## config.mk

```make
export PLATFORM = sky130hd
export DESIGN_NAME = wss_queue
export DESIGN_NICKNAME = d
export VERILOG_FILES = /design/src/rtl/wss_pkg.sv /design/src/rtl/wss_queue.sv
export SDC_FILE = /design/constraint.sdc
export NUM_CORES = 1
export LEC_CHECK = 0
export BUFFER_PORTS_ARGS = -buffer_cell sky130_fd_sc_hd__buf_2
export CAP_MARGIN = 15
export CORE_UTILIZATION = 30
export CTS_CLUSTER_DIAMETER = 100
export DETAILED_ROUTE_END_ITERATION = 16
export PLACE_DENSITY = 0.61
export SETUP_SLACK_MARGIN = 0.1
export SYNTH_ARGS = -nofsm -noshare
export SYNTH_HDL_FRONTEND = slang
export SYNTH_SLANG_ARGS = --single-unit
```

## constraint.sdc

```tcl
create_clock -name clk -period 24.4 [get_ports clk]
set_clock_uncertainty 0.2 [all_clocks]
set_input_delay 3.66 -clock clk [delete_from_list [all_inputs] [get_ports clk]]
set_output_delay 3.66 -clock clk [all_outputs]
set_load 0.1 [all_outputs]
```

## src/rtl/wss_pkg.sv

```systemverilog
// Shared types and constants for the windowed sample statistics block.
package wss_pkg;

  // Item kinds on the input channel.
  localparam logic [2:0] KIND_SAMPLE  = 3'd0;
  localparam logic [2:0] KIND_TICK    = 3'd1;
  localparam logic [2:0] KIND_REFRESH = 3'd2;
  localparam logic [2:0] KIND_FORCE   = 3'd3;
  localparam logic [2:0] KIND_CLEAR   = 3'd4;

  // Reset value of the target period register, in microseconds.
  localparam logic [31:0] TARGET_PERIOD_RESET = 32'd1000000;

  // Depth of the report queue between front and back.
  localparam int QUEUE_DEPTH = 2;

  // Number of quotient bits the shared divider produces.
  localparam int DIV_STEPS = 64;

  // Everything the back end needs to build one report.
  typedef struct packed {
    logic [63:0] count;
    logic [63:0] sum;
    logic [63:0] square_sum;
    logic [31:0] low;
    logic [31:0] high;
    logic [63:0] period;
    logic [31:0] target;
  } snapshot_t;

  // Request to the divider: (rem_init:dividend) / divisor, rem_init < divisor.
  typedef struct packed {
    logic        start;
    logic [63:0] rem_init;
    logic [63:0] dividend;
    logic [63:0] divisor;
  } div_req_t;

  // Divider response; done pulses for one cycle with the quotient valid.
  typedef struct packed {
    logic        done;
    logic [63:0] quotient;
  } div_rsp_t;

endpackage

```

## src/rtl/wss_queue.sv

```systemverilog
// Short queue of report snapshots between the front and back ends.
module wss_queue (
  input  logic                clk,
  input  logic                rst,
  input  logic                push,
  input  wss_pkg::snapshot_t  push_data,
  input  logic                pop,
  output wss_pkg::snapshot_t  head,
  output logic                not_empty,
  output logic                full
);

  localparam int PTR_W = (wss_pkg::QUEUE_DEPTH > 1) ? $clog2(wss_pkg::QUEUE_DEPTH) : 1;
  localparam int CNT_W = $clog2(wss_pkg::QUEUE_DEPTH + 1);
  localparam logic [PTR_W-1:0] LAST_PTR = PTR_W'(wss_pkg::QUEUE_DEPTH - 1);
  localparam logic [CNT_W-1:0] DEPTH_CNT = CNT_W'(wss_pkg::QUEUE_DEPTH);

  wss_pkg::snapshot_t entries [wss_pkg::QUEUE_DEPTH];
  logic [PTR_W-1:0]   wr_ptr;
  logic [PTR_W-1:0]   rd_ptr;
  logic [CNT_W-1:0]   fill;

  assign head      = entries[rd_ptr];
  assign not_empty = fill != '0;
  assign full      = fill == DEPTH_CNT;

  // Storage writes; payload needs no reset.
  always_ff @(posedge clk) begin
    if (push) begin
      entries[wr_ptr] <= push_data;
    end
  end

  // Pointers and fill count.
  always_ff @(posedge clk) begin
    if (rst) begin
      wr_ptr <= '0;
      rd_ptr <= '0;
      fill   <= '0;
    end else begin
      if (push) begin
        wr_ptr <= (wr_ptr == LAST_PTR) ? '0 : wr_ptr + PTR_W'(1);
      end
      if (pop) begin
        rd_ptr <= (rd_ptr == LAST_PTR) ? '0 : rd_ptr + PTR_W'(1);
      end
      if (push && !pop) begin
        fill <= fill + CNT_W'(1);
      end else if (pop && !push) begin
        fill <= fill - CNT_W'(1);
      end
    end
  end

endmodule

```

==> results.tsv <==
metric	value	unit
share of cells above drive strength 1	59.42	%
hold depth	2	
drt pass-1 iters	4	
Via density	4.284	
Combinational Power Share	21.9	%
Total Routed Length	59170	um
sw frac	33.14	%
fin crit share	32.61	%
Area Overhead vs Synth	28.46	%
Clk pwr share	34.9	%
Mapped Nets	1474	
P_sw	1.109	mW
Final Instance Area	33070	um2
Skew-Pair Late Insertion Delay	0.61	ns
mux contribution to synthesized area	15.54	%
Hold Fails Final Rpt	0	
setup TNS	0	ns
Antenna Nets Post-Route	0	
synth cell count leaders	edfxtp_1 (704), mux2_2 (304), mux2_1 (38)	
CP Launch Type	flop	
P_int	2.237	mW
final net count	2234	
min-delay src	rd_ptr	
post-synthesis register bit count	709	
CTS tree	yes	
cells after synthesis	1117	
Worst Setup End Kind	output port	
Critical Path Fanout Max	78	
Max Freq	125.7	MHz
first-pass GRT wire length	83190	um
# rows	107	
Worst Tran Pin Value	1.131	ns
simple-gate share of the synthesized area	0.1798	%
Hold Path Class	reg2reg	
Die Ht	294.9	um
vias in the first global route	13900	
pre-CTS setup slack	16.41	ns
fin util	38.90	%
kind of critical path	reg2out	
Mapped Area	25740	um2
slew margin rel.	24.59	%
cts repair resizes	0	
clk buf depth	3	
chip width	294.9	um
VDD IR max	72.88	uV
xor-xnor portion of the synthesized cell area	0.1361	%
Post-synth EDFFs	704	
GR Overflow Total	0	
Ys Warns	0	
dpl hpwl	40570	um
Starting Density	30.28	%
Tot Pwr	3.346	mW
Synth Area in Adders	0.04861	%
R2R Path Start	wr_ptr	
number of distinct library cells after synthesis	19	
Clock Sinks	709	
Synth area leaders	edfxtp_1 (82%), mux2_2 (13%), mux2_1 (1.7%)	
minimum clock period	7.957	ns
leading area contributor after synthesis	edfxtp_1	
Compound-Gate Fraction of Synth Area	0.03889	%
I/O pin count	710	
Required @ worst endpoint	20.54	ns
antenna violations before repair	19	
Routability Congestion	0.7951	
wire per inst	19.11	um
arrival time worst endpoint	4.10	ns
setup slack after layout	16.44	ns
Pleak	12.19	nW
Core Region	85010	um2
Total GRT Usage	12.75	%
top-area cell type share of the netlist area	82.13	%
vias	13260	
most frequent cell after synthesis	edfxtp_1	
sequential-to-total area share from yosys stat	82.52	%
DRC Markers	0	
RSZ-0062 raised after global routing	no	
CTS Root Cell	clkbuf_16	
TritonCTS Buffers	77	
Top FF cell, synth	edfxtp_1	
Post-synth ARST share	0	%
status	finished, final reports clean	
r2r setup slk	19.96	ns
Mapped Avg Cell Area	23.04	um2
R2R cell count	4	
clock-pin slew on the worst setup and hold paths	0.06	ns
htree depth	3	
Pins Over Slew Limit	0	
Seq pwr share	43.2	%
Iter 0 DRT Violations	649	
PortBufs	709	
pin count of the biggest net entering global routing	158	
Max-Cap Viols	0	
# setup viols final	0	
Post CTS Setup Buffer Count	0	
CTS Hold Bufs	0	
die area	86980	um2
placed inst area	30450	um2
Pwr Density	101.2	nW/um2
largest family of logic cells by synthesized area	multiplexers	
reg2reg end	entries[0][123]	
-- kinds of logic (layout without fill, tap and decap cells) --
group,after synthesis,count (layout)
buffers and inverters,40,865
adders and majority gates,1,1
DFF,709,709
and+or+nand+nor,9,9
muxes,352,352
other,0,10
xor gates and xnor gates,4,4
AOI/OAI and AO/OA,2,2
-- worst max path at each step --
stage / from / to / slack [ns] / depth (start not counted)
after floorplan: push / entries[0][0] / 4.31 / 1
final: flop / head[165] / 16.44 / 4
after detailed placement: push / entries[0][115] / 16.41 / 5
after CTS: flop / head[165] / 16.37 / 4
after global placement: push / entries[0][130] / 16.53 / 5
after global routing: flop / head[115] / 16.19 / 4
-- cell usage in the layout (no fill, tap or decap), types with 2 or more instances in the layout --
cell type and instances:
mux2_1 38, buf_4 9, clkinv_16 3, nor2_1 4
dfxtp_1 4, mux2_4 10, bufinv_16 8, buf_2 709
xor2_1 2, clkbuf_16 77, edfxtp_1 704, clkinv_8 3
clkinv_2 16, mux2_2 304, inv_6 3, buf_12 2
clkbuf_8 2, diode_2 10, clkinv_1 11, clkbuf_1 17
xnor2_1 2
-- metrics by stage --
| step | hold slack [ns] | cells |
|---|---|---|
| final | 0.3082 | 3096 |
| after global routing | 0.3437 | 3094 |
| after CTS | 0.3116 | 3086 |
| after detailed placement | 0.2963 | 2942 |
| after global placement | 0.2784 | 2942 |
| after floorplan | 0.2558 | 1117 |
-- registers in the layout, indices dropped and copies added (netlist names), named ones only --
signal   flops
rd_ptr       1
entries    704
wr_ptr       1
fill         2
-- cell type report --
type	count	area [um2]
Inverter	1	3.754
Clock buffer	96	2018
Clock inverter	48	574.3
Antenna cell	10	25.02
Sequential cell	709	21240
Timing Repair Buffer	720	3656
Tap cell	1144	1431
Fill cell	7809	51940
Multi-Input combinational cell	368	4115
-- power by group through the flow --
stage                     clock [mW]  sequential (mW)  combinational, mW
after floorplan                    0             1.50              0.616
after global routing            1.24             1.45              0.754
after CTS                       1.20             1.45              0.738
after detailed placement           0             1.47              0.736
final                           1.17             1.45              0.733
after global placement             0             1.47              0.732
-- metal layers --
layer	wire length (um)	global-route usage, %
met5	94	0
met4	2219	6.047
met3	4450	3.899
met2	31040	22.88
met1	21360	13.58
-- worst max-delay path, cell delays in order, from the launching register on --
cell and delay [ns]:
dfxtp_4 1.04, buf_4 0.89, buf_4 0.67, mux2_2 0.41, buf_2 0.29
Power figures use the tool's default switching activity.
