[config.mk]
export PLATFORM = sky130hd
export DESIGN_NAME = wss_div
export DESIGN_NICKNAME = d
export VERILOG_FILES = /design/src/rtl/wss_pkg.sv /design/src/rtl/wss_div.sv
export SDC_FILE = /design/constraint.sdc
export NUM_CORES = 1
export LEC_CHECK = 0
export CAP_MARGIN = 20
export CORE_ASPECT_RATIO = 1.1
export CORE_MARGIN = 5
export CORE_UTILIZATION = 65
export CTS_CLUSTER_DIAMETER = 40
export DETAILED_ROUTE_END_ITERATION = 6
export DONT_BUFFER_PORTS = 1
export PLACE_DENSITY = 0.81
export SLEW_MARGIN = 25
export SYNTH_ARGS = -nofsm -noshare
export SYNTH_HDL_FRONTEND = slang
export SYNTH_SLANG_ARGS = --single-unit
[constraint.sdc]
create_clock -name clk -period 4.1 [get_ports clk]
set_input_delay 0.41 -clock clk [delete_from_list [all_inputs] [get_ports clk]]
set_output_delay 0.41 -clock clk [all_outputs]
set_load 0.05 [all_outputs]
[src/rtl/wss_pkg.sv]
// Shared types and constants for the windowed sample statistics block.
package wss_pkg;

  // Item kinds on the input channel.
  localparam logic [2:0] KIND_SAMPLE  = 3'd0;
  localparam logic [2:0] KIND_TICK    = 3'd1;
  localparam logic [2:0] KIND_REFRESH = 3'd2;
  localparam logic [2:0] KIND_FORCE   = 3'd3;
  localparam logic [2:0] KIND_CLEAR   = 3'd4;

  // Reset value of the target period register, in microseconds.
  localparam logic [31:0] TARGET_PERIOD_RESET = 32'd1000000;

  // Depth of the report queue between front and back.
  localparam int QUEUE_DEPTH = 2;

  // Number of quotient bits the shared divider produces.
  localparam int DIV_STEPS = 64;

  // Everything the back end needs to build one report.
  typedef struct packed {
    logic [63:0] count;
    logic [63:0] sum;
    logic [63:0] square_sum;
    logic [31:0] low;
    logic [31:0] high;
    logic [63:0] period;
    logic [31:0] target;
  } snapshot_t;

  // Request to the divider: (rem_init:dividend) / divisor, rem_init < divisor.
  typedef struct packed {
    logic        start;
    logic [63:0] rem_init;
    logic [63:0] dividend;
    logic [63:0] divisor;
  } div_req_t;

  // Divider response; done pulses for one cycle with the quotient valid.
  typedef struct packed {
    logic        done;
    logic [63:0] quotient;
  } div_rsp_t;

endpackage

[src/rtl/wss_div.sv]
// Shared restoring divider, one quotient bit per cycle.
module wss_div (
  input  logic               clk,
  input  logic               rst,
  input  wss_pkg::div_req_t  req,
  output wss_pkg::div_rsp_t  rsp
);

  localparam int CNT_W = $clog2(wss_pkg::DIV_STEPS);

  logic [63:0]      rem;
  logic [63:0]      quo;
  logic [63:0]      dvs;
  logic [CNT_W-1:0] steps_left;
  logic             busy;
  logic             done;
  logic [64:0]      shifted;
  logic             fits;

  // One step: shift in the next dividend bit and try to subtract.
  assign shifted = {rem, quo[63]};
  assign fits    = shifted >= {1'b0, dvs};

  assign rsp.done     = done;
  assign rsp.quotient = quo;

  always_ff @(posedge clk) begin
    if (rst) begin
      busy <= 1'b0;
      done <= 1'b0;
    end else begin
      done <= 1'b0;
      if (req.start) begin
        busy       <= 1'b1;
        steps_left <= CNT_W'(wss_pkg::DIV_STEPS - 1);
      end else if (busy) begin
        steps_left <= steps_left - CNT_W'(1);
        if (steps_left == '0) begin
          busy <= 1'b0;
          done <= 1'b1;
        end
      end
    end
  end

  // Datapath registers.
  always_ff @(posedge clk) begin
    if (req.start) begin
      rem <= req.rem_init;
      quo <= req.dividend;
      dvs <= req.divisor;
    end else if (busy) begin
      rem <= fits ? 64'(shifted - {1'b0, dvs}) : shifted[63:0];
      quo <= {quo[62:0], fits};
    end
  end

endmodule

==> impl_metrics.ini <==
[timing]
layout_min_cycle_time_ps = 3870
setup_viol = 0
rsz0062_at_grt = no
worst_pin_slew_ps = 1100
timing.setup.tns_ps = 0
holdWs_ps = 43.6
fmax_ghz = 0.258
slew_headroom = 0.263
maxSlewViolCount = 0
finalHoldViolations = 0
finClkSkew_ps = 15.6
period_share = 0.944

[floorplan]
num_rows = 53
dieArea_mm2 = 0.0222
die_width_um = 142
core_area_mm2 = 0.0190
initial_core_util = 0.658
io_pins = 260
die_h_um = 156

[layout]
finish.net_count = 1391
diodes = 0
layout-drive-gt1-share = 0.148
syn_to_final_growth_pct = 6.15
postLayoutCellArea_mm2 = 0.0133

[critical_path]
worst_ep_arrival_time_ps = 4070
crit_fanout = 50
rr_worst_depth = 12
r2r-start = rem[28]
startpoint = rem[28]
crit_path_end = rem[12]
r2r_slack_ps = 230
critPathCaptureType = flop
required_ps = 4300
cp-start-kind = flop
r2r-end = rem[12]
critPathKind = flop to flop

[drt]
drt-total-wl_um = 30400
wl_per_cell_um = 21.9
drt_iter0_drc = 658
drcViolationCount = 0
drt-vias-per-instance = 6.40
drt-pass1-iter-count = 6
vias = 8894
postRouteAntennaNets = 0

[yosys]
synthFlopType = edfxtp_1
synth_edf_count = 198
netlist_top_cells_area = edfxtp_1 47%, mux2_2 11%, ha_1 6.6%
synth_top_area_share = 0.475
synth_cell_type_count = 64
avgSynthCellArea_um2 = 10.8
ys_async_sr_fraction = 0
ys_ff_latch = 200
syn-num-nets = 1419
synth_seq_area_share = 0.478
synth_top_cell_by_area = edfxtp_1
syn_area_mm2 = 0.0125
yosysWarnings = 0
syn_inst = 1157

[clock_network]
cts_setup_buffers = 0
clockBufferDepth = 2
ctsHtreeMaxLevel = 4
cts_buffers = 17
clk_pin_slew_ps = 90
cts_root_buf = clkbuf_16
clock_sinks = 200
clkLatencyLatePin_ps = 450
cts_tree = yes

[placement]
hpwl_um = 22400
gp_congestion = 0.952
port_buffers = 0
placed_area_mm2 = 0.0127

[global_route]
grt_first_pass_wirelength_um = 47800
first_global_vias = 9170
overflow = 0
grt_max_degree = 248
grt_use_total = 0.272
antenna_found_initial = 1

[outcome]
status = completed

[power_and_ir_drop]
max-vdd-ir-drop_uv = 323
pwr_density_cell_mw_per_mm2 = 649
power_mw = 8.63
cellLeakagePower_nw = 5.19

[worst_hold_path]
holdCritPathClass = primary input to flop

[job]
cap_violations = 0
## cells by family (layout without fill, tap and decap cells)
kind of cell	Yosys count	after routing	share of synthesized area
AO/OA/AOI/OAI	285	285	0.144
AND/OR/NAND/NOR	281	281	0.114
flip-flops	200	200	0.478
buffers and inverters	146	131	0.0484
multiplexers	123	123	0.110
adder cells (fa/ha/maj)	67	67	0.0675
XOR/XNOR	55	55	0.0384
## per-layer routing
layer	share of wire	wire, um	vias to the layer above	GRT usage
li1	-	-	4249	-
met5	0.00043	13	-	0
met2	0.50	15200	399	0.463
met4	0.027	810	2	0.0933
met3	0.091	2760	61	0.0858
met1	0.38	11500	4183	0.330
## stage by stage
| step | std cells | setup slack (ps) | utilization |
|---|---|---|---|
| 2_1_floorplan | 1157 | 537 | - |
| 3_3_place_gp | 1357 | 359 | 0.665 |
| 3_5_place_dp | 1357 | 226 | 0.665 |
| 4_1_cts | 1389 | 198 | 0.698 |
| 5_1_grt | 1389 | 2.91 | 0.699 |
| 6_report | 1389 | 229 | 0.699 |
## cell usage in the layout, fill, tap and decap left out, types with 6 or more instances in the layout
cell type / Yosys / routed
a211oi_1: 7 / 7
a21o_1: 34 / 34
a21oi_1: 106 / 106
a221o_1: 9 / 9
a31oi_1: 10 / 10
and4b_1: 6 / 6
buf_4: 3 / 7
clkbuf_16: 0 / 17
edfxtp_1: 198 / 198
ha_1: 66 / 64
inv_1: 90 / 90
mux2_2: 119 / 119
nand2_1: 81 / 81
nand2b_1: 11 / 11
nand3_1: 17 / 17
nand4_1: 17 / 17
nor2_1: 49 / 49
nor2b_1: 20 / 20
nor3_1: 32 / 32
nor3b_1: 8 / 8
nor4_1: 17 / 17
o21a_1: 6 / 6
o21ai_0: 52 / 52
o21ai_1: 7 / 7
o21bai_1: 17 / 17
xnor2_1: 42 / 42
xor2_1: 13 / 13
## critical path: stages (launching register included)
cell       delay (ps)
edfxtp_1          410
ha_1              430
and4_1            280
or3b_1            390
nor2_1            120
nand3_1           120
nor2_1            150
a22oi_2           130
a2111oi_4         460
or2_2             220
buf_12            260
mux2_2            360
mux2_2            260
## what timing repair did
item,4_1_cts,5_1_grt
hold buffers,0,0
setup endpoints to repair,0,26
resized for setup,0,3
## Yosys cell counts (3+ instances only)
library cell and instances:
edfxtp_1 198, mux2_2 119, a21oi_1 106, inv_1 90
nand2_1 81, ha_1 66, o21ai_0 52, nor2_1 49
xnor2_1 42, clkbuf_1 39, a21o_1 34, nor3_1 32
nor2b_1 20, nand3_1 17, nand4_1 17, nor4_1 17
o21bai_1 17, xor2_1 13, nand2b_1 11, a31oi_1 10
a221o_1 9, buf_2 8, nor3b_1 8, a211oi_1 7
o21ai_1 7, and4b_1 6, o21a_1 6, a21boi_0 5
and3_1 5, buf_6 5, mux2i_1 4, nor4b_1 4
o31ai_1 4, a221oi_1 3, a41oi_1 3, buf_4 3
o211ai_1 3, o31a_1 3
## flip-flops by register name (all words and copies together), names as in the netlist
register,flops
busy,1
dvs,64
rem,64
steps_left,6
done,1
quo,64
## power breakdown
| group | internal [mW] | switching, mW | total (mW) |
|---|---|---|---|
| Sequential | 2.73 | 0.448 | 3.18 |
| Combinational | 1.62 | 2.07 | 3.69 |
| Clock | 0.851 | 0.911 | 1.76 |
| Total | 5.20 | 3.43 | 8.63 |
## cell type report
cell class | count | area (um^2)
flip-flops and latches | 200 | 5990
multi-input cells | 811 | 5950
fillers | 1400 | 5730
clock buffers | 17 | 425
inverters | 90 | 338
well taps | 247 | 309
clock inverters | 15 | 200
repair buffers | 9 | 92.6
## worst min path at each step
stage / start / to / slack, ps / cells after the start
after floorplan: req[0] / dvs[0] / 510 / 0
after global placement: req[12] / dvs[12] / 510 / 0
after detailed placement: req[4] / dvs[4] / 510 / 0
after CTS: req[2] / dvs[2] / 40 / 0
after global routing: req[4] / dvs[4] / 20 / 0
final: req[4] / dvs[4] / 40 / 0
(Power assumes the default switching activity.)
