`src/rtl/wss_pkg.sv`:
```
// Shared types and constants for the windowed sample statistics block.
package wss_pkg;

  // Item kinds on the input channel.
  localparam logic [2:0] KIND_SAMPLE  = 3'd0;
  localparam logic [2:0] KIND_TICK    = 3'd1;
  localparam logic [2:0] KIND_REFRESH = 3'd2;
  localparam logic [2:0] KIND_FORCE   = 3'd3;
  localparam logic [2:0] KIND_CLEAR   = 3'd4;

  // Reset value of the target period register, in microseconds.
  localparam logic [31:0] TARGET_PERIOD_RESET = 32'd1000000;

  // Depth of the report queue between front and back.
  localparam int QUEUE_DEPTH = 2;

  // Number of quotient bits the shared divider produces.
  localparam int DIV_STEPS = 64;

  // Everything the back end needs to build one report.
  typedef struct packed {
    logic [63:0] count;
    logic [63:0] sum;
    logic [63:0] square_sum;
    logic [31:0] low;
    logic [31:0] high;
    logic [63:0] period;
    logic [31:0] target;
  } snapshot_t;

  // Request to the divider: (rem_init:dividend) / divisor, rem_init < divisor.
  typedef struct packed {
    logic        start;
    logic [63:0] rem_init;
    logic [63:0] dividend;
    logic [63:0] divisor;
  } div_req_t;

  // Divider response; done pulses for one cycle with the quotient valid.
  typedef struct packed {
    logic        done;
    logic [63:0] quotient;
  } div_rsp_t;

endpackage

```
`src/rtl/wss_front.sv`:
```
// Front end: accepts items, keeps the running counters and takes report snapshots.
module wss_front #(
  parameter int SAMPLE_BITS = 32
) (
  input  logic                clk,
  input  logic                rst,
  input  logic                accept,
  input  logic [2:0]          kind,
  input  logic [31:0]         sample_value,
  input  logic [31:0]         elapsed_us,
  input  logic [31:0]         target_period,
  output logic                push,
  output wss_pkg::snapshot_t  snap
);

  localparam logic [31:0] SAMPLE_MASK = 32'((64'd1 << SAMPLE_BITS) - 64'd1);

  logic [63:0] time_now;
  logic [63:0] period_start;
  logic [63:0] sample_count;
  logic [63:0] sample_sum;
  logic [63:0] square_sum;
  logic [31:0] min_seen;
  logic [31:0] max_seen;

  logic                     is_sample, is_tick, is_refresh, is_force, is_clear;
  logic [31:0]              samp;
  logic [SAMPLE_BITS-1:0]   samp_n;
  logic [2*SAMPLE_BITS-1:0] samp_sq;
  logic [63:0]              count_next, sum_next, square_next, period;
  logic [31:0]              min_next, max_next, t_eff;
  logic                     over;

  // Decode the item kind; unused codes do nothing.
  always_comb begin
    is_sample  = 1'b0;
    is_tick    = 1'b0;
    is_refresh = 1'b0;
    is_force   = 1'b0;
    is_clear   = 1'b0;
    unique case (kind)
      wss_pkg::KIND_SAMPLE:  is_sample  = 1'b1;
      wss_pkg::KIND_TICK:    is_tick    = 1'b1;
      wss_pkg::KIND_REFRESH: is_refresh = 1'b1;
      wss_pkg::KIND_FORCE:   is_force   = 1'b1;
      wss_pkg::KIND_CLEAR:   is_clear   = 1'b1;
      default: ;
    endcase
  end

  // Only the low SAMPLE_BITS bits of a sample count.
  assign samp    = sample_value & SAMPLE_MASK;
  assign samp_n  = samp[SAMPLE_BITS-1:0];
  assign samp_sq = samp_n * samp_n;

  // Counter values including the current sample, if it is one.
  assign count_next  = is_sample ? sample_count + 64'd1 : sample_count;
  assign sum_next    = is_sample ? sample_sum + 64'(samp) : sample_sum;
  assign square_next = is_sample ? square_sum + 64'(samp_sq) : square_sum;
  assign min_next    = (is_sample && samp < min_seen) ? samp : min_seen;
  assign max_next    = (is_sample && samp > max_seen) ? samp : max_seen;

  // Period end test; a zero target acts as one.
  assign t_eff  = (target_period == 32'd0) ? 32'd1 : target_period;
  assign period = time_now - period_start;
  assign over   = period >= {32'd0, t_eff};

  assign push = accept && (is_force || ((is_sample || is_refresh) && over));

  // Snapshot of the period that ends with this item.
  always_comb begin
    snap.count      = count_next;
    snap.sum        = sum_next;
    snap.square_sum = square_next;
    snap.low        = (count_next != 64'd0) ? min_next : 32'd0;
    snap.high       = max_next;
    snap.period     = period;
    snap.target     = t_eff;
  end

  // Running state.
  always_ff @(posedge clk) begin
    if (rst) begin
      time_now     <= '0;
      period_start <= '0;
      sample_count <= '0;
      sample_sum   <= '0;
      square_sum   <= '0;
      min_seen     <= '1;
      max_seen     <= '0;
    end else if (accept) begin
      if (is_tick) begin
        time_now <= time_now + 64'(elapsed_us);
      end
      if (push || is_clear) begin
        period_start <= time_now;
        sample_count <= '0;
        sample_sum   <= '0;
        square_sum   <= '0;
        min_seen     <= '1;
        max_seen     <= '0;
      end else if (is_sample) begin
        sample_count <= count_next;
        sample_sum   <= sum_next;
        square_sum   <= square_next;
        min_seen     <= min_next;
        max_seen     <= max_next;
      end
    end
  end

endmodule

```
`config.mk`:
```
export PLATFORM = sky130hd
export DESIGN_NAME = wss_front
export DESIGN_NICKNAME = d
export VERILOG_FILES = /design/src/rtl/wss_pkg.sv /design/src/rtl/wss_front.sv
export SDC_FILE = /design/constraint.sdc
export NUM_CORES = 2
export LEC_CHECK = 0
export BUFFER_PORTS_ARGS = -buffer_cell sky130_fd_sc_hd__buf_2
export CELL_PAD_IN_SITES_DETAIL_PLACEMENT = 1
export CELL_PAD_IN_SITES_GLOBAL_PLACEMENT = 1
export CORE_ASPECT_RATIO = 0.9
export CORE_MARGIN = 5
export CORE_UTILIZATION = 48
export CTS_CLUSTER_SIZE = 30
export DETAILED_ROUTE_END_ITERATION = 12
export PLACE_DENSITY_LB_ADDON = 0.3
export SLEW_MARGIN = 20
export SYNTH_ARGS = -nofsm -noshare
export SYNTH_HDL_FRONTEND = slang
export SYNTH_SLANG_ARGS = --single-unit
```
`constraint.sdc`:
```
create_clock -name clk -period 16.7 [get_ports clk]
set_input_delay 3.34 -clock clk [delete_from_list [all_inputs] [get_ports clk]]
set_output_delay 3.34 -clock clk [all_outputs]
set_load 0.01 [all_outputs]
```
==> insert_results.sql <==
INSERT INTO impl_metrics (metric_group, metric, value, unit) VALUES
('global_routing', 'vias_in_the_first_global_route', '56645', ''),
('logic_synthesis', 'post_synth_main_area_contributors', 'sky130_fd_sc_hd__fa_1 30%, sky130_fd_sc_hd__dfxtp_1 13%, sky130_fd_sc_hd__ha_1 10%', ''),
('min_path', 'hold_class', 'reg -> reg', ''),
('cts', 'post-cts-setup-buffer-count', '0', ''),
('cts', 'cts_inserted_buffers', '52', ''),
('logic_synthesis', 'async_flop_share', '0', '%'),
('routing', 'drcViolationCount', '0', ''),
('timing', 'final.setup_skew', '43.5', 'ps'),
('floorplanning', 'die-area', '131000', 'um^2'),
('routing', 'num_vias', '51439', ''),
('routing', 'post_drt_wl_per_cell', '23.3', 'um'),
('logic_synthesis', 'synth_nets', '8548', ''),
('logic_synthesis', 'synth_flop_cell', 'sky130_fd_sc_hd__dfxtp_1', ''),
('logic_synthesis', 'number_of_flops_mapped_to_enable_cells_by_yosys', '0', ''),
('routing', 'wirelength', '210000', 'um'),
('logic_synthesis', 'post_synth_inst_count', '7090', ''),
('cts', 'root_buffer', 'sky130_fd_sc_hd__clkbuf_16', ''),
('timing', 'maxSlewViolCount', '0', ''),
('global_routing', 'grt_pass1_wl', '327000', 'um'),
('global_routing', 'grtUsageTotal', '31.6', '%'),
('floorplanning', 'placement_rows', '122', ''),
('timing', 'setup_viol', '0', ''),
('logic_synthesis', 'synth_top_area_share', '29.5', '%'),
('logic_synthesis', 'synthesis.area', '59400', 'um^2'),
('routing', 'drtAntennaViolNets', '0', ''),
('worst_setup_path', 'cp_slowest_cell', 'sky130_fd_sc_hd__o31ai_1', ''),
('timing', 'slew-limit-headroom', '24.1', '%'),
('routing', 'drt_iter0_drc', '2987', ''),
('layout', 'fill_cells', '14953', ''),
('logic_synthesis', 'synth-warning-count', '0', ''),
('placed_design', 'port-buffer-count', '454', ''),
('logic_synthesis', 'post-synth-top-count-cell', 'sky130_fd_sc_hd__inv_1', ''),
('worst_setup_path', 'worst-path-buf-inv', '9', ''),
('timing', 'fmax', '61.4', 'MHz'),
('logic_synthesis', 'synth_seq_cells', '384', ''),
('layout', 'drive_gt1_share', '9.62', '%'),
('worst_setup_path', 'timing.critical_path.max_delay_family', 'adder cells', ''),
('timing', 'finalHoldViolCount', '0', ''),
('cts', 'path_clk_slew', '60', 'ps'),
('layout', 'seq_area', '7690', 'um^2'),
('worst_setup_path', 'critical_path_peak_fanout', '10', ''),
('worst_setup_path', 'critPathArrivalTime', '12940', 'ps'),
('timing', 'worst_slew_pin_slew', '1140', 'ps'),
('floorplanning', 'chipWidth', '381', 'um'),
('logic_synthesis', 'yosysSeqAreaShare', '12.9', '%'),
('worst_setup_path', 'crit_top_cell', 'sky130_fd_sc_hd__fa_1', ''),
('cts', 'clock_path_buffers', '3', ''),
('timing', 'holdWs', '473', 'ps'),
('worst_setup_path', 'end_kind', 'output pin', ''),
('logic_synthesis', 'postSynthAreaPerCell', '8.37', 'um^2'),
('status', 'run_status', 'finished clean', ''),
('cts', 'htree_num_levels', '2', ''),
('routing', 'via_per_inst', '5.71', ''),
('worst_setup_path', 'slowest_delay', '630', 'ps'),
('worst_setup_path', 'cp-start-kind', 'primary input', ''),
('logic_synthesis', 'synthDistinctLibCells', '84', ''),
('timing', 'rsz0062_at_grt', 'false', ''),
('global_routing', 'grt_antenna_before_repair', '8', ''),
('timing', 'timing.final.crit_period', '16280', 'ps'),
('routing', 'drt_first_pass_iters', '6', ''),
('logic_synthesis', 'synth.largest_area_cell', 'sky130_fd_sc_hd__fa_1', ''),
('run', 'drv.max_cap_violation_count', '0', ''),
('timing', 'final_min_period_over_clock_period', '97.5', '%'),
('layout', 'finalNetCount', '8808', ''),
('logic_synthesis', 'synth.cells.most_frequent', '1444 x sky130_fd_sc_hd__inv_1, 875 x sky130_fd_sc_hd__fa_1, 666 x sky130_fd_sc_hd__nand2_1', ''),
('cts', 'postCtsHoldBufs', '0', ''),
('global_routing', 'overflow', '0', ''),
('layout', 'syn_to_final_growth', '8.95', '%'),
('cts', 'tritoncts_clock_tree', 'done', ''),
('floorplanning', 'io_pins', '455', ''),
('floorplanning', 'dieHeight', '344', 'um'),
('layout', 'multi_input_comb_area', '44900', 'um^2'),
('worst_setup_path', 'worstSetupPathType', 'in -> out', ''),
('placed_design', 'hpwlAfterDp', '171000', 'um'),
('floorplanning', 'core', '123000', 'um^2'),
('cts', 'cts.sinks', '384', ''),
('timing', 'final_total_negative_setup_slack', '0', 'ps'),
('placed_design', 'gp_routability_congestion', '0.923', ''),
('worst_setup_path', 'crit_required', '13360', 'ps'),
('cts', 'cts_resized', '0', ''),
('cts', 'clkLatencyLatePin', '690', 'ps'),
('global_routing', 'largest_net_degree_at_the_start_of_global_routing', '116', ''),
('floorplanning', 'floorplan.initialDensity', '48.3', '%');
==> per-layer routing <==
metal / GRT usage (%) / wire, um / part of all wire, %
met4: 14.2 / 10900 / 5.2
met3: 4.94 / 12300 / 5.9
met2: 54.3 / 101000 / 48
met1: 39.6 / 86100 / 41
met5: 0 / 7 / 0.0033
==> area by class of cell <==
cell class	count	area share, %
Antenna cell	4	0.0155
Clock buffer	76	2.29
Clock inverter	20	0.358
Inverter	1452	8.43
Multi-Input combinational cell	4925	69.4
Sequential cell	384	11.9
Tap cell	1612	3.12
Timing Repair Buffer	535	4.46
==> final timing paths <==
check | from | end | slack [ps] | cells after the start
setup / recovery | sample_value[15] | snap[215] | 420 | 31
setup reg to reg | time_now[7]$_SDFFE_PP0P_ | square_sum[11]$_SDFFE_PP0P_ | 7080 | 25
hold / removal | period_start[29]$_SDFFE_PP0P_ | period_start[29]$_SDFFE_PP0P_ | 470 | 2
hold reg to reg | period_start[29]$_SDFFE_PP0P_ | period_start[29]$_SDFFE_PP0P_ | 470 | 2
==> through the flow <==
| step | instance area, um^2 | std cells | setup slack (ps) | utilization, % |
|---|---|---|---|---|
| 2_1_floorplan | 59400 | 7090 | 2150 | - |
| 3_3_place_gp | 62900 | 8908 | 411 | 51.2 |
| 3_5_place_dp | 62900 | 8908 | 243 | 51.2 |
| 4_1_cts | 64700 | 9004 | 184 | 52.6 |
| 5_1_grt | 64700 | 9006 | 134 | 52.6 |
| 6_report | 64700 | 9008 | 423 | 52.6 |
==> worst reg2reg max path, delay by kind of cell, from the launching register on <==
kind                     cells  cell delay, ps
XOR/XNOR                     1             380
buffers and inverters        3            2530
AO/OA/AOI/OAI               11            2690
AND/OR/NAND/NOR              8            2830
flip-flops                   1             390
adder cells (fa/ha/maj)      2             730
==> registers in the layout (all words and copies together) (netlist names) <==
register / count
max_seen: 32
sample_count: 64
sample_sum: 64
square_sum: 64
min_seen: 32
period_start: 64
time_now: 64
==> cell families after synthesis <==
| logic type | Yosys count | share of synthesized area, % |
|---|---|---|
| AOI/OAI and AO/OA | 1221 | 13.8 |
| buffers and inverters | 1781 | 11.5 |
| adders and majority gates | 1356 | 39.6 |
| xor gates and xnor gates | 267 | 3.94 |
| muxes | 109 | 1.88 |
| and+or+nand+nor | 1972 | 16.3 |
| DFF | 384 | 12.9 |
==> placed cells by master (no fill, tap or decap), types with 70 or more instances in the layout <==
cell type	instances
sky130_fd_sc_hd__buf_2	452
sky130_fd_sc_hd__and2_1	214
sky130_fd_sc_hd__nor2_1	382
sky130_fd_sc_hd__fa_1	875
sky130_fd_sc_hd__o211ai_1	82
sky130_fd_sc_hd__nand2b_1	163
sky130_fd_sc_hd__a21oi_1	314
sky130_fd_sc_hd__buf_4	82
sky130_fd_sc_hd__xor2_1	112
sky130_fd_sc_hd__nor3_1	70
sky130_fd_sc_hd__nand3_1	108
sky130_fd_sc_hd__nand4_1	89
sky130_fd_sc_hd__a22o_1	177
sky130_fd_sc_hd__mux2i_1	89
sky130_fd_sc_hd__ha_1	481
sky130_fd_sc_hd__dfxtp_1	384
sky130_fd_sc_hd__xnor2_1	155
sky130_fd_sc_hd__nand2_1	665
sky130_fd_sc_hd__o21ai_0	228
sky130_fd_sc_hd__inv_1	1444
sky130_fd_sc_hd__a21o_1	128
Power is left out: the tool's default activity adds up to more than one toggle a clock period on the data nets, which glitch-free logic cannot reach.
